--- config.mk ---
export PLATFORM = sky130hd
export DESIGN_NAME = http_body_framer
export DESIGN_NICKNAME = d
export VERILOG_FILES = /design/src/hw/rtl/hbf_pkg.sv /design/src/hw/rtl/http_body_framer.sv
export VERILOG_INCLUDE_DIRS = /design/src /design/src/hw/rtl
export SDC_FILE = /design/constraint.sdc
export NUM_CORES = 1
export LEC_CHECK = 0
export ABC_CLOCK_PERIOD_IN_PS = 6800
export BUFFER_PORTS_ARGS = -buffer_cell sky130_fd_sc_hd__clkbuf_2
export CORE_AREA = 5 5 118 120
export CTS_CLUSTER_DIAMETER = 80
export DETAILED_ROUTE_END_ITERATION = 10
export DIE_AREA = 0 0 123 125
export HOLD_SLACK_MARGIN = 0.12
export PLACE_DENSITY = 0.7
export SLEW_MARGIN = 40
export SYNTH_ARGS = -nofsm -noshare
export SYNTH_HDL_FRONTEND = slang
export SYNTH_SLANG_ARGS = --single-unit
export TNS_END_PERCENT = 1
--- constraint.sdc ---
create_clock -name clk -period 6.8 [get_ports clk]
set_input_delay 1.36 -clock clk [delete_from_list [all_inputs] [get_ports clk]]
set_output_delay 1.36 -clock clk [all_outputs]
set_load 0.03 [all_outputs]
--- src/hw/rtl/http_body_framer_macros.svh ---
// ---------------------------------------------------------------------------
// http_body_framer_macros
// Assertion helpers shared by the framer RTL. Clocked on clk, off in reset.
// ---------------------------------------------------------------------------
`ifndef HTTP_BODY_FRAMER_MACROS_SVH
`define HTTP_BODY_FRAMER_MACROS_SVH

// same-cycle implication
`define HBF_ASSERT_IMPL(label, ante, cons, msg) \
    label: assert property (@(posedge clk) disable iff (!rst_n) (ante) |-> (cons)) \
        else $error(msg);

// next-cycle implication
`define HBF_ASSERT_NEXT(label, ante, cons, msg) \
    label: assert property (@(posedge clk) disable iff (!rst_n) (ante) |=> (cons)) \
        else $error(msg);

`endif

--- src/hw/rtl/hbf_pkg.sv ---
// ---------------------------------------------------------------------------
// hbf_pkg
// Types, codes and helpers for the HTTP body framer.
// ---------------------------------------------------------------------------
package hbf_pkg;

    localparam int SIZE_BITS_DEFAULT = 32;
    localparam int CL_W              = 32;

    // configuration register indexes
    localparam logic CFG_BODY_MODE      = 1'b0;
    localparam logic CFG_CONTENT_LENGTH = 1'b1;

    // body modes (code 3 behaves as close mode)
    localparam logic [1:0] MODE_CHUNKED = 2'd0;
    localparam logic [1:0] MODE_LENGTH  = 2'd1;
    localparam logic [1:0] MODE_CLOSE   = 2'd2;

    localparam logic [7:0] CHAR_CR    = 8'h0D;
    localparam logic [7:0] CHAR_LF    = 8'h0A;
    localparam logic [1:0] SKIP_BYTES = 2'd2;

    typedef enum logic [2:0] {
        PH_START = 3'd0,
        PH_SIZE  = 3'd1,
        PH_DATA  = 3'd2,
        PH_SKIP  = 3'd3,
        PH_TRAIL = 3'd4,
        PH_LEN   = 3'd5,
        PH_CLOSE = 3'd6
    } phase_t;

    // {is_hex, nibble}
    function automatic logic [4:0] hex_decode(input logic [7:0] b);
        logic [4:0] res;
        res = 5'd0;
        if (b >= 8'h30 && b <= 8'h39) begin
            res = {1'b1, 4'(b - 8'h30)};
        end else if (b >= 8'h41 && b <= 8'h46) begin
            res = {1'b1, 4'(b - 8'h37)};
        end else if (b >= 8'h61 && b <= 8'h66) begin
            res = {1'b1, 4'(b - 8'h57)};
        end
        return res;
    endfunction

endpackage

--- src/hw/rtl/http_body_framer.sv ---
// A word accepted on s_axis is held in the input register, then moves to the result
//   register, from which m_axis takes it; a stall on m_axis holds it in place.
// Throughput: one word per cycle while m_axis is not stalled; the phase/counter
//   update between the two registers is the only loop.
// Reset: rst_n clears phase, counters, config and both valid flags at once;
//   no clearing pass, the block is ready as soon as reset is released.
// ---------------------------------------------------------------------------
// http_body_framer
// Byte-serial HTTP/1.1 body framer: chunked, fixed length and close modes.
// ---------------------------------------------------------------------------
`include "http_body_framer_macros.svh"

module http_body_framer #(
    parameter int SIZE_BITS = hbf_pkg::SIZE_BITS_DEFAULT   // 16 .. 40
) (
    input  logic        clk,
    input  logic        rst_n,
    // config write channel
    input  logic        cfg_valid,
    output logic        cfg_ready,
    input  logic        cfg_index,      // 0 body_mode, 1 content_length
    input  logic [31:0] cfg_data,
    // input stream
    input  logic        s_axis_tvalid,
    output logic        s_axis_tready,
    input  logic [7:0]  s_axis_tdata,   // [7:0] data_byte
    input  logic        s_axis_tuser,   // [0] end_of_input
    // result stream
    output logic        m_axis_tvalid,
    input  logic        m_axis_tready,
    output logic [7:0]  m_axis_tdata,   // [7:0] body_byte
    output logic [1:0]  m_axis_tuser,   // [0] body_valid, [1] size_error
    output logic        m_axis_tlast    // message_done
);
    import hbf_pkg::*;

    // remaining holds either a chunk size (SIZE_BITS) or content_length (32)
    localparam int REM_W = (SIZE_BITS > CL_W) ? SIZE_BITS : CL_W;
    localparam logic [REM_W-1:0] SIZE_MASK = REM_W'({SIZE_BITS{1'b1}});

    // ---------------- configuration ----------------
    logic [1:0]      mode_reg;
    logic [CL_W-1:0] clen_reg;

    assign cfg_ready = 1'b1;

    always_ff @(posedge clk or negedge rst_n)
    begin
        if (!rst_n)
        begin
            mode_reg <= MODE_CHUNKED;
            clen_reg <= '0;
        end
        else if (cfg_valid && cfg_ready)
        begin
            case (cfg_index)
                CFG_BODY_MODE:      mode_reg <= cfg_data[1:0];
                CFG_CONTENT_LENGTH: clen_reg <= cfg_data[CL_W-1:0];
                default:            ;
            endcase
        end
    end

    // ---------------- handshake / pipeline control ----------------
    logic       in_valid_reg;
    logic [7:0] in_byte_reg;
    logic       in_eoi_reg;

    logic       out_valid_reg;
    logic [7:0] out_byte_reg;
    logic       out_bvalid_reg;
    logic       out_done_reg;
    logic       out_err_reg;

    logic out_free;   // result register can take a word this cycle
    logic step;       // word in the input register is processed this cycle

    assign out_free      = !out_valid_reg || m_axis_tready;
    assign step          = in_valid_reg && out_free;
    assign s_axis_tready = !in_valid_reg || out_free;

    always_ff @(posedge clk or negedge rst_n)
    begin
        if (!rst_n)
        begin
            in_valid_reg <= 1'b0;
        end
        else if (s_axis_tvalid && s_axis_tready)
        begin
            in_valid_reg <= 1'b1;
        end
        else if (step)
        begin
            in_valid_reg <= 1'b0;
        end
    end

    always_ff @(posedge clk)
    begin
        if (s_axis_tvalid && s_axis_tready)
        begin
            in_byte_reg <= s_axis_tdata;
            in_eoi_reg  <= s_axis_tuser;
        end
    end

    // ---------------- framing state ----------------
    phase_t           phase_reg,     phase_next;
    logic [REM_W-1:0] remaining_reg, remaining_next;
    logic             digits_ended_reg, digits_ended_next;
    logic             saw_cr_reg,    saw_cr_next;
    logic [1:0]       skip_count_reg, skip_count_next;

    // state as seen after a message start is taken into account
    phase_t           ph_eff;
    logic [REM_W-1:0] rem_eff;
    logic             de_eff;
    logic             cr_eff;
    logic             start_done;   // zero-length message completes here

    always_comb
    begin
        ph_eff     = phase_reg;
        rem_eff    = remaining_reg;
        de_eff     = digits_ended_reg;
        cr_eff     = saw_cr_reg;
        start_done = 1'b0;
        if (phase_reg == PH_START)
        begin
            case (mode_reg)
                MODE_CHUNKED:
                begin
                    ph_eff  = PH_SIZE;
                    rem_eff = '0;
                    de_eff  = 1'b0;
                    cr_eff  = 1'b0;
                end
                MODE_LENGTH:
                begin
                    if (clen_reg == '0)
                    begin
                        start_done = 1'b1;
                    end
                    else
                    begin
                        ph_eff  = PH_LEN;
                        rem_eff = REM_W'(clen_reg);
                    end
                end
                default:
                begin
                    ph_eff = PH_CLOSE;
                end
            endcase
        end
    end

    // shared datapath terms
    logic [4:0]       hex;
    logic             is_hex;
    logic             line_end;
    logic             size_ovf;
    logic [REM_W-1:0] rem_dec;
    logic [REM_W-1:0] rem_shift;
    logic [1:0]       skip_dec;

    assign hex       = hex_decode(in_byte_reg);
    assign is_hex    = hex[4];
    assign line_end  = cr_eff && (in_byte_reg == CHAR_LF);
    // another digit would push the size past SIZE_BITS
    assign size_ovf  = (rem_eff >> (SIZE_BITS - 4)) != '0;
    assign rem_dec   = (rem_eff - REM_W'(1)) & SIZE_MASK;
    assign rem_shift = ((rem_eff << 4) | REM_W'(hex[3:0])) & SIZE_MASK;
    assign skip_dec  = (skip_count_reg != 2'd0) ? skip_count_reg - 2'd1 : 2'd0;

    // next state
    always_comb
    begin
        phase_next        = ph_eff;
        remaining_next    = rem_eff;
        digits_ended_next = de_eff;
        saw_cr_next       = cr_eff;
        skip_count_next   = skip_count_reg;
        if (in_eoi_reg)
        begin
            phase_next        = PH_START;
            remaining_next    = '0;
            digits_ended_next = 1'b0;
            saw_cr_next       = 1'b0;
            skip_count_next   = 2'd0;
        end
        else
        begin
            case (ph_eff)
                PH_SIZE:
                begin
                    if (line_end)
                    begin
                        saw_cr_next = 1'b0;
                        if (rem_eff == '0)
                        begin
                            phase_next      = PH_TRAIL;
                            skip_count_next = SKIP_BYTES;
                        end
                        else
                        begin
                            phase_next = PH_DATA;
                        end
                    end
                    else
                    begin
                        saw_cr_next = (in_byte_reg == CHAR_CR);
                        if (!de_eff)
                        begin
                            if (!is_hex)
                            begin
                                digits_ended_next = 1'b1;
                            end
                            else if (size_ovf)
                            begin
                                phase_next        = PH_START;
                                remaining_next    = '0;
                                digits_ended_next = 1'b0;
                                saw_cr_next       = 1'b0;
                            end
                            else
                            begin
                                remaining_next = rem_shift;
                            end
                        end
                    end
                end
                PH_DATA:
                begin
                    remaining_next = rem_dec;
                    if (rem_dec == '0)
                    begin
                        phase_next      = PH_SKIP;
                        skip_count_next = SKIP_BYTES;
                    end
                end
                PH_SKIP:
                begin
                    skip_count_next = skip_dec;
                    if (skip_dec == 2'd0)
                    begin
                        phase_next        = PH_SIZE;
                        remaining_next    = '0;
                        digits_ended_next = 1'b0;
                        saw_cr_next       = 1'b0;
                    end
                end
                PH_TRAIL:
                begin
                    skip_count_next = skip_dec;
                    if (skip_dec == 2'd0)
                    begin
                        phase_next = PH_START;
                    end
                end
                PH_LEN:
                begin
                    remaining_next = rem_dec;
                    if (rem_dec == '0)
                    begin
                        phase_next = PH_START;
                    end
                end
                default:
                begin
                    // start with empty message, close mode: nothing changes
                end
            endcase
        end
    end

    // result flags
    logic body_valid_c;
    logic done_c;
    logic err_c;

    always_comb
    begin
        body_valid_c = 1'b0;
        done_c       = 1'b0;
        err_c        = 1'b0;
        if (in_eoi_reg)
        begin
            done_c = (phase_reg == PH_CLOSE);
        end
        else
        begin
            done_c = start_done;
            case (ph_eff)
                PH_SIZE:  err_c = !line_end && !de_eff && is_hex && size_ovf;
                PH_DATA:  body_valid_c = 1'b1;
                PH_TRAIL: done_c = (skip_dec == 2'd0);
                PH_LEN:
                begin
                    body_valid_c = 1'b1;
                    done_c       = (rem_dec == '0);
                end
                PH_CLOSE: body_valid_c = 1'b1;
                default:  ;
            endcase
        end
    end

    always_ff @(posedge clk or negedge rst_n)
    begin
        if (!rst_n)
        begin
            phase_reg        <= PH_START;
            remaining_reg    <= '0;
            digits_ended_reg <= 1'b0;
            saw_cr_reg       <= 1'b0;
            skip_count_reg   <= 2'd0;
        end
        else if (step)
        begin
            phase_reg        <= phase_next;
            remaining_reg    <= remaining_next;
            digits_ended_reg <= digits_ended_next;
            saw_cr_reg       <= saw_cr_next;
            skip_count_reg   <= skip_count_next;
        end
    end

    // ---------------- result register ----------------
    always_ff @(posedge clk or negedge rst_n)
    begin
        if (!rst_n)
        begin
            out_valid_reg <= 1'b0;
        end
        else if (step)
        begin
            out_valid_reg <= 1'b1;
        end
        else if (m_axis_tready)
        begin
            out_valid_reg <= 1'b0;
        end
    end

    always_ff @(posedge clk)
    begin
        if (step)
        begin
            out_byte_reg   <= body_valid_c ? in_byte_reg : 8'd0;
            out_bvalid_reg <= body_valid_c;
            out_done_reg   <= done_c;
            out_err_reg    <= err_c;
        end
    end

    assign m_axis_tvalid = out_valid_reg;
    assign m_axis_tdata  = out_byte_reg;
    assign m_axis_tuser  = {out_err_reg, out_bvalid_reg};
    assign m_axis_tlast  = out_done_reg;

    // ---------------- assertions ----------------
    `HBF_ASSERT_IMPL(a_err_alone, out_valid_reg && out_err_reg,
        !out_bvalid_reg && !out_done_reg, "size error with payload or done")
    `HBF_ASSERT_IMPL(a_count_live, (phase_reg == PH_DATA) || (phase_reg == PH_LEN),
        remaining_reg != '0, "data phase with zero byte count")
    `HBF_ASSERT_IMPL(a_skip_phase, skip_count_reg != 2'd0,
        (phase_reg == PH_SKIP) || (phase_reg == PH_TRAIL), "skip count outside skip phase")
    `HBF_ASSERT_NEXT(a_eoi_start, step && in_eoi_reg,
        phase_reg == PH_START, "end of input did not return to start")
    `HBF_ASSERT_NEXT(a_err_abort, step && err_c,
        (phase_reg == PH_START) && (remaining_reg == '0), "size error did not abort")

endmodule

==> results of run 1 <==
## worst max-delay path by stage
| stage | start | endpoint | cells after the start |
|---|---|---|---|
| 6_report | clen_reg[31] | skip_count_reg[1] | 17 |
| 5_1_grt | clen_reg[31] | skip_count_reg[1] | 17 |
| 4_1_cts | clen_reg[31] | skip_count_reg[1] | 17 |
| 3_5_place_dp | clen_reg[31] | skip_count_reg[1] | 17 |
| 3_3_place_gp | clen_reg[27] | skip_count_reg[1] | 17 |
| 2_1_floorplan | phase_reg[0] | skip_count_reg[1] | 17 |
## routing by layer
metal	share of wire	vias up	GRT usage
li1	-	2801	-
met1	0.43	3057	0.412
met2	0.45	348	0.410
met3	0.091	51	0.0456
met4	0.026	0	0.0977
met5	0	-	0
## placed cells by master (no fill, tap or decap), types with 4 or more instances in the layout
cell | Yosys | final
nand3_1 | 33 | 32
mux2_2 | 33 | 33
nor2_1 | 46 | 45
a22oi_1 | 10 | 10
o21a_1 | 7 | 6
ha_1 | 6 | 6
clkbuf_16 | 0 | 9
dfrtp_1 | 75 | 75
o221ai_1 | 5 | 5
o21ai_0 | 54 | 53
edfxtp_1 | 20 | 20
and3_1 | 7 | 7
inv_1 | 11 | 11
nand2b_1 | 5 | 5
xor2_1 | 6 | 6
a21o_1 | 6 | 6
or2_2 | 4 | 4
xnor2_1 | 18 | 18
o22ai_1 | 13 | 13
a221oi_1 | 5 | 5
nor3_1 | 18 | 16
nor2b_1 | 6 | 6
clkbuf_2 | 0 | 58
a22o_1 | 21 | 21
nand2_1 | 120 | 119
nor4_1 | 18 | 17
nand4_1 | 15 | 15
buf_4 | 4 | 8
o32ai_1 | 5 | 5
a21oi_1 | 36 | 36
a31oi_1 | 20 | 20
and2_1 | 12 | 12
## power groups by stage
stage | registers (mW) | logic (mW) | clock network [mW]
2_1_floorplan | 0.825 | 1.72 | 0
3_3_place_gp | 0.865 | 2.27 | 0
3_5_place_dp | 0.873 | 2.27 | 0
4_1_cts | 0.864 | 2.28 | 0.500
5_1_grt | 0.885 | 2.55 | 0.524
6_report | 0.868 | 2.35 | 0.493
## metrics by stage
stage	instance area, sq um	std cells	power [mW]	hold WS, ns	utilization
after floorplan	6300	733	2.54	0.456	-
after global placement	6690	929	3.13	0.470	0.520
after detailed placement	6710	929	3.14	0.473	0.521
after CTS	6990	945	3.64	0.490	0.543
after global routing	6990	945	3.96	0.517	0.543
final	6990	945	3.71	0.486	0.543
## area by class of cell
| class | instances | area [sq um] |
|---|---|---|
| clock inverters | 7 | 51.3 |
| inverters | 11 | 41.3 |
| clock buffers | 9 | 225 |
| well taps | 176 | 220 |
| repair buffers | 67 | 362 |
| flip-flops and latches | 95 | 2480 |
| multi-input cells | 580 | 3610 |
| fillers | 1201 | 5890 |
## cells by family (layout without fill, tap and decap cells)
| family | after synthesis | in the layout | synth area share |
|---|---|---|---|
| simple gates | 304 | 304 | 0.235 |
| compound gates | 211 | 211 | 0.225 |
| flops | 95 | 95 | 0.393 |
| buf+inv | 58 | 94 | 0.0397 |
| mux | 34 | 34 | 0.0606 |
| xor+xnor | 24 | 24 | 0.0334 |
| fa+ha+maj | 6 | 6 | 0.0119 |
| other cells | 1 | 1 | 0.000595 |
==> flow_summary.ini, run 1 <==
[critical_path]
endpoint_kind = flop
path_max_fanout = 11
r2r-end = skip_count_reg[1]
r2r_cells = 17
path_buf_inv = 2
cp_slowest_cell = or3_1
startpoint_type = flop
required_ns = 7.05
worstPathArrival_ns = 5.67
critPathKind = reg -> reg
regToRegSetupSlack_ns = 1.38
max_stage_delay_ns = 0.69
crit_chain = nor4_1 -> nand4_1 -> or3_1 -> o21ai_1 -> a22o_1 -> inv_1 -> ha_1 -> o21a_1 -> nand4_1 -> nor4_1 -> buf_4 -> nand2_1 -> xnor2_1 -> nor4b_1 -> nand3_2 -> a21o_1 -> o311ai_2
critPathTopFamily = simple AND/OR/NAND/NOR gates
r2r_start = clen_reg[31]

[logic_synthesis]
yosys.area.top_type_share = 0.298
ys_seq_elements = 95
ys_warn_count = 0
synth_fp_nets = 786
synth_most_common_cell = nand2_1
synthFlopType = dfrtp_1
async_flop_share = 0.789
synth_top_cells_by_count = 120 x nand2_1, 75 x dfrtp_1, 54 x o21ai_0
syn_avg_cell_area_sq_um = 8.59
synth_cell_types = 71
yosysTopAreaCell = dfrtp_1
synth.area.top_cells = dfrtp_1 30%, edfxtp_1 9.5%, nand2_1 7.2%
syn-cell-area_sq_um = 6300
synth_seq_area_share = 0.393
syn_inst = 733
synth_edf_count = 20

[global_route]
overflow = 0
grt_pass1_wl_mm = 33.1
first_global_vias = 5797
antenna_found_initial = 0
grt_max_degree = 76
gr-usage-all-layers = 0.278

[sta]
fin_skew_ns = 0.00830
slew_viol_final = 0
max_freq_mhz = 185
worst_pin_slew_ns = 0.867
finalSetupViolCount = 0
fin_tns_setup_ns = 0
worst_slack_ns = 1.38
rsz0062_at_grt = false
finalCritPeriodShare = 0.797
slew_headroom = 0.418
fin_crit_ns = 5.42
hold_violations = 0

[pwr]
p_sw_frac = 0.527
p_leak_nw = 2.94
powerDensity_nw_per_um2 = 531
clkPwrFrac = 0.133
switchingPower_mw = 1.96
p_comb_frac = 0.633
sequentialPowerShare = 0.234
peakVddDrop_mv = 0.228
p_int_mw = 1.76

[route]
ant_nets = 0
wl_per_cell_um = 22.1
post-route-drc-count = 0
routed_wl_mm = 20.8
viasPerCell = 6.62
vias = 6257
first_pass_iters = 6
drt_iter0_drc = 827

[finish]
antenna_cells = 0
layout-drive-gt1-share = 0.176
fin_nets = 817
area_growth_pct = 11.0

[die]
die_area_sq_um = 15400
start_util = 0.489
fp-row-count = 42
dieWidth_um = 123
fp.dieH_um = 125
core_area_sq_um = 12900
io-pin-count = 61

[cts]
cts_sinks = 95
cts.path.max_buffers = 2
holdBufCountCts = 0
clock_latency_ns = 0.36
clk_pin_slew_worst_paths_ns = 0.07
postCtsResizedCells = 0
cts-buffers-inserted = 9
cts_tree = yes
h-tree-depth = 3
cts_setup_buffers = 0
clk_root_buffer_cell = clkbuf_16

[min_path]
worstHoldStart = in_valid_reg
min_path_cells = 1
hp-class = reg -> reg
min_to = m_axis_tvalid

[job]
maxCapViolations = 0

[placement]
globalplace.congestion = 0.909
pre_cts_ws_ns = 1.62
placement.io_buffers = 59
place_hpwl_mm = 14.7

[outcome]
status = finished clean
Power figures use the tool's default switching activity.
==> inputs of run 2 (changes only) <==
- ABC_CLOCK_PERIOD_IN_PS: 6800 -> 4430
- PLACE_DENSITY: 0.7 -> 0.73
- clock period: 6.8 -> 4.43 ns (I/O delays scaled with it)
==> run 2 against run 1 <==
  * Global-route usage decreased by 1.1 points
  * Clock power increased by 66%
  * Critical path type unchanged
  * Cell count increased by 4.6%
  * Sequential power increased by 52%
  * Clock-buffer cell count unchanged
  * Cell area increased by 5.3%
  * Wire length decreased by 0.19%
  * Register-to-register slack got worse by 1.2 ns
  * Flip-flop and latch count unchanged
  * Via count increased by 2.4%
==> flow_summary.ini, run 2 (synthesized netlist as in run 1, its figures left out) <==
[outcome]
status = finished clean

[cts]
clk_root_buffer_cell = clkbuf_16
h-tree-depth = 3
holdBufCountCts = 0
cts-buffers-inserted = 9
clock_latency_ns = 0.36
cts.path.max_buffers = 2
cts_tree = yes
clk_pin_slew_worst_paths_ns = 0.08
cts_sinks = 95

[min_path]
hp-class = reg -> reg

[finish]
layout_common_cells = 119 x nand2_1, 75 x dfrtp_1, 58 x clkbuf_2
fill_cells = 1158
stdcell_count = 988
antenna_cells = 0
seqCellArea_sq_um = 2480
layout-drive-gt1-share = 0.223
final_util = 0.572
multiInputGateArea_sq_um = 3640
fin_nets = 860
area_growth_pct = 16.9
final_common_cell = nand2_1
finish.instance_area_sq_um = 7360

[die]
dieWidth_um = 123
fp.dieH_um = 125
core_area_sq_um = 12900
fp-row-count = 42
start_util = 0.489
die_area_sq_um = 15400
io-pin-count = 61

[pwr]
p_leak_nw = 3.14
p_int_mw = 3.08
p_sw_frac = 0.498
powerDensity_nw_per_um2 = 833
peakVddDrop_mv = 0.378
p_comb_frac = 0.651
clkPwrFrac = 0.134
sequentialPowerShare = 0.215
switchingPower_mw = 3.06
finalPower_mw = 6.14

[critical_path]
worstPathArrival_ns = 4.53
endpoint_kind = flop
path_max_fanout = 20
required_ns = 4.70
startpoint_type = flop
critPathKind = reg -> reg

[global_route]
grt_max_degree = 76
antenna_found_initial = 0
grtUsageMet3 = 0.0605
groute.layer.met2.usage = 0.407
first_global_vias = 6031
overflow = 0
gr-usage-all-layers = 0.267
grt_pass1_wl_mm = 32.2
busiest_layer = met2
grt.met1_usage = 0.368

[sta]
fin_crit_ns = 4.27
max_freq_mhz = 234
finalSetupViolCount = 0
slew_headroom = 0.422
hold_violations = 0
finalCritPeriodShare = 0.963
fin_tns_setup_ns = 0
slew_viol_final = 0
rsz0062_at_grt = false
worst_pin_slew_ns = 0.863
fin_skew_ns = 0.00908

[route]
routed_wl_mm = 20.8
post-route-drc-count = 0
drt_iter0_drc = 875
first_pass_iters = 8
wl_per_cell_um = 21.1
viasPerCell = 6.48
vias = 6406
ant_nets = 0

[placement]
dp.cells = 970
placement.io_buffers = 59
dpl-instance-area_sq_um = 7010
globalplace.congestion = 1.01
place_hpwl_mm = 14.9

[job]
maxCapViolations = 0
-- run 2: final timing paths --
check / from / end / slack, ns / cells past startpoint
max in group asynchronous: rst_n / mode_reg[1] / 3.36 / 1
setup reg to reg: mode_reg[1] / skip_count_reg[1] / 0.16 / 11
hold reg to reg: in_valid_reg / m_axis_tvalid / 0.49 / 1
setup / recovery: mode_reg[1] / skip_count_reg[1] / 0.16 / 11
hold / removal: in_valid_reg / m_axis_tvalid / 0.49 / 1
min in group asynchronous: rst_n / remaining_reg[19] / 0.51 / 1
-- run 2: timing repair --
item	4_1_cts	5_1_grt
hold endpoints to repair	0	0
setup buffers	0	1
endpoints found under the setup margin	0	5
gates resized for setup	0	6
-- run 2: layout make-up --
class | count | area share
sequential | 95 | 0.337
multi-input combinational | 581 | 0.495
inverter | 11 | 0.00561
clock inverter | 7 | 0.0104
timing repair buffer | 109 | 0.0920
clock buffer | 9 | 0.0306
tap | 176 | 0.0299
-- run 2: stage by stage --
| stage | setup slack (ns) | hold slack, ns |
|---|---|---|
| 3_5_place_dp | 0.127 | 0.475 |
| 6_report | 0.165 | 0.492 |
| 2_1_floorplan | 0.0977 | 0.456 |
| 3_3_place_gp | 0.205 | 0.471 |
| 4_1_cts | 0.0925 | 0.495 |
| 5_1_grt | 0.0118 | 0.519 |
-- run 2: critical path, stage by stage (launching register included) --
cell and delay (ns):
dfrtp_1 0.52, or4_4 0.71, a22o_1 0.29, a21oi_1 0.28, nand2_1 0.23, or4_4 0.55, or3_1 0.35, a2111oi_2 0.38
o2111a_2 0.29, nand3_2 0.12, a21o_1 0.20, o311ai_2 0.24
-- run 2: power groups by stage --
stage	registers [mW]	clock network [mW]	logic (mW)
floorplan	1.27	0	2.66
global placement	1.29	0	3.82
detailed placement	1.31	0	3.85
CTS	1.29	0.829	3.87
global route	1.34	0.860	4.32
finish	1.32	0.820	3.99
-- run 2: routing by layer --
metal,routed length [um],part of all wire
met1,8260,0.40
met2,9470,0.45
met3,2380,0.11
met4,695,0.033
met5,0,0
==> inputs of run 3 (changes only) <==
- ABC_AREA: unset -> 1
- ABC_CLOCK_PERIOD_IN_PS: 4430 -> 4500
- CORE_AREA: 5 5 118 120 -> 5 5 123 125
- DIE_AREA: 0 0 123 125 -> 0 0 128 130
- PLACE_DENSITY: 0.73 -> 0.69
- clock period: 4.43 -> 4.5 ns (I/O delays scaled with it)
==> run 3 against run 2 <==
  * Clock skew down 0.00092 ns
  * Worst setup slack better by 0.42 ns
  * Critical path depth up 14
  * Global-route usage down 1.7 points
  * Register-to-register slack better by 0.42 ns
  * First-iteration DRC count down 14%
  * Total power down 0.43%
  * Synthesized cell count up 38%
  * Clock power down 8.2%
  * Largest cell class unchanged
  * Die area up 8.2%
==> flow_summary.ini, run 3 <==
[pwr]
peakVddDrop_mv = 0.291
powerDensity_nw_per_um2 = 808
p_leak_nw = 3.82

[critical_path]
critPathKind = reg -> reg
r2r_cells = 25
endpoint_kind = flop
required_ns = 4.75
path_max_fanout = 18
cp_slowest_cell = dfrtp_1
worstPathArrival_ns = 4.16
regToRegSetupSlack_ns = 0.59
startpoint_type = flop
critPathTopFamily = simple AND/OR/NAND/NOR gates
path_common_cell = nand2_1
cp.depth = 25
max_stage_delay_ns = 0.43
path_buf_inv = 1

[finish]
antenna_cells = 0
fill_cells = 1448
final_util = 0.549
area_growth_pct = 10.2
final_common_cell = nand2_1
fin_nets = 1110
layout_common_cells = 343 x nand2_1, 129 x nor2_1, 98 x inv_1
layout-drive-gt1-share = 0.155

[die]
dieWidth_um = 128
die_area_sq_um = 16600
fp.dieH_um = 130
io-pin-count = 61
start_util = 0.498
core_area_sq_um = 13800
fp-row-count = 43

[logic_synthesis]
synth.area.top_cells = dfrtp_1 27%, nand2_1 19%, edfxtp_1 8.7%
syn_inst = 1011
async_flop_share = 0.789
synth_top_cells_by_count = 343 x nand2_1, 129 x nor2_1, 98 x inv_1
synth_cell_types = 43
synth_most_common_cell = nand2_1
syn-cell-area_sq_um = 6870
synth_fp_nets = 1064
synthFlopType = dfrtp_1
yosys.area.top_type_share = 0.273
yosysTopAreaCell = dfrtp_1
syn_avg_cell_area_sq_um = 6.79
synth_seq_area_share = 0.361
ys_warn_count = 0
ys_seq_elements = 95
synth_edf_count = 20

[cts]
clk_pin_slew_worst_paths_ns = 0.07
cts.path.max_buffers = 2
cts_tree = yes
postCtsResizedCells = 0
cts_sinks = 95
clk_root_buffer_cell = clkbuf_16
h-tree-depth = 3
holdBufCountCts = 0
clock_latency_ns = 0.36
cts-buffers-inserted = 9
cts_setup_buffers = 0

[placement]
place_hpwl_mm = 14.9
globalplace.congestion = 0.979
placement.io_buffers = 59
pre_cts_ws_ns = 0.677

[sta]
slew_headroom = 0.533
fin_skew_ns = 0.00816
fin_tns_setup_ns = 0
worst_slack_ns = 0.589
rsz0062_at_grt = false
finalCritPeriodShare = 0.869
max_freq_mhz = 256
worst_pin_slew_ns = 0.700
slew_viol_final = 0
fin_crit_ns = 3.91
finalSetupViolCount = 0
hold_violations = 0

[global_route]
antenna_found_initial = 0
gr-usage-all-layers = 0.250
grt_max_degree = 76
first_global_vias = 6404
grt_pass1_wl_mm = 32.9
overflow = 0

[route]
routed_wl_mm = 20.0
wl_per_cell_um = 16.1
vias = 6898
ant_nets = 0
drt_iter0_drc = 754
viasPerCell = 5.55
first_pass_iters = 8
post-route-drc-count = 0

[outcome]
status = finished clean

[job]
maxCapViolations = 0

[min_path]
hp-class = reg -> reg
min_path_cells = 2
-- run 3: changes by cell type in the layout (fill, tap and decap cells not counted), moves of 13 or more --
cell	previous run	this run
nor2_2	0	23
nand2_1	119	343
o22ai_1	13	28
nand2_2	1	16
a31oi_1	20	2
mux2_2	33	20
nor2_1	46	129
inv_1	11	98
xnor2_1	18	0
a22o_1	21	8
buf_4	50	9
-- run 3: metal layers --
layer  up-vias  wire (um)  track usage
met5         -          0            0
met4         0        557        0.100
met3        40       1510       0.0475
met2       265       9000        0.381
met1      3211       8930        0.351
li1       3382          -            -
-- run 3: per-stage QoR --
step | hold slack, ns | instance area, sq um | power, mW | std cells
after floorplan | 0.463 | 6870 | 4.28 | 1011
after global placement | 0.491 | 7270 | 5.26 | 1226
after detailed placement | 0.501 | 7280 | 5.25 | 1226
after CTS | 0.524 | 7560 | 6.03 | 1242
after global routing | 0.543 | 7560 | 6.64 | 1242
final | 0.514 | 7560 | 6.11 | 1242
-- run 3: tightest hold or removal path, stage by stage, from the launching register on --
cell     delay, ns
dfrtp_1       0.38
nand2_1       0.06
nand2_1       0.05
-- run 3: final timing paths --
| path | from | endpoint |
|---|---|---|
| max | clen_reg[0] | phase_reg[2] |
| min | skip_count_reg[0] | skip_count_reg[0] |
| max reg2reg | clen_reg[0] | phase_reg[2] |
| min reg2reg | skip_count_reg[0] | skip_count_reg[0] |
| max in group asynchronous | rst_n | saw_cr_reg |
| min in group asynchronous | rst_n | clen_reg[26] |
-- run 3: area by class of cell --
cell class | count | area, sq um | share of cell area
Inverter | 103 | 389 | 0.0514
Clock inverter | 7 | 63.8 | 0.00844
Sequential cell | 95 | 2480 | 0.327
Timing Repair Buffer | 68 | 369 | 0.0488
Multi-Input combinational cell | 780 | 3810 | 0.504
Clock buffer | 9 | 225 | 0.0298
Tap cell | 180 | 225 | 0.0298
-- run 3: cells by family (layout without fill, tap and decap cells) --
family | count (synthesis) | in the layout | share of synthesized area
compound gates | 174 | 174 | 0.154
xor+xnor | 6 | 6 | 0.00765
fa+ha+maj | 6 | 6 | 0.0109
buf+inv | 136 | 187 | 0.0835
flops | 95 | 95 | 0.361
mux | 20 | 20 | 0.0328
other cells | 1 | 1 | 0.000546
simple gates | 573 | 573 | 0.350
-- run 3: report_power, final --
group / leakage, nW / internal (mW) / switching (mW)
Combinational: 2.54 / 1.21 / 2.88
Clock: 0.136 / 0.386 / 0.367
Sequential: 1.14 / 1.10 / 0.165
Total: 3.82 / 2.70 / 3.41
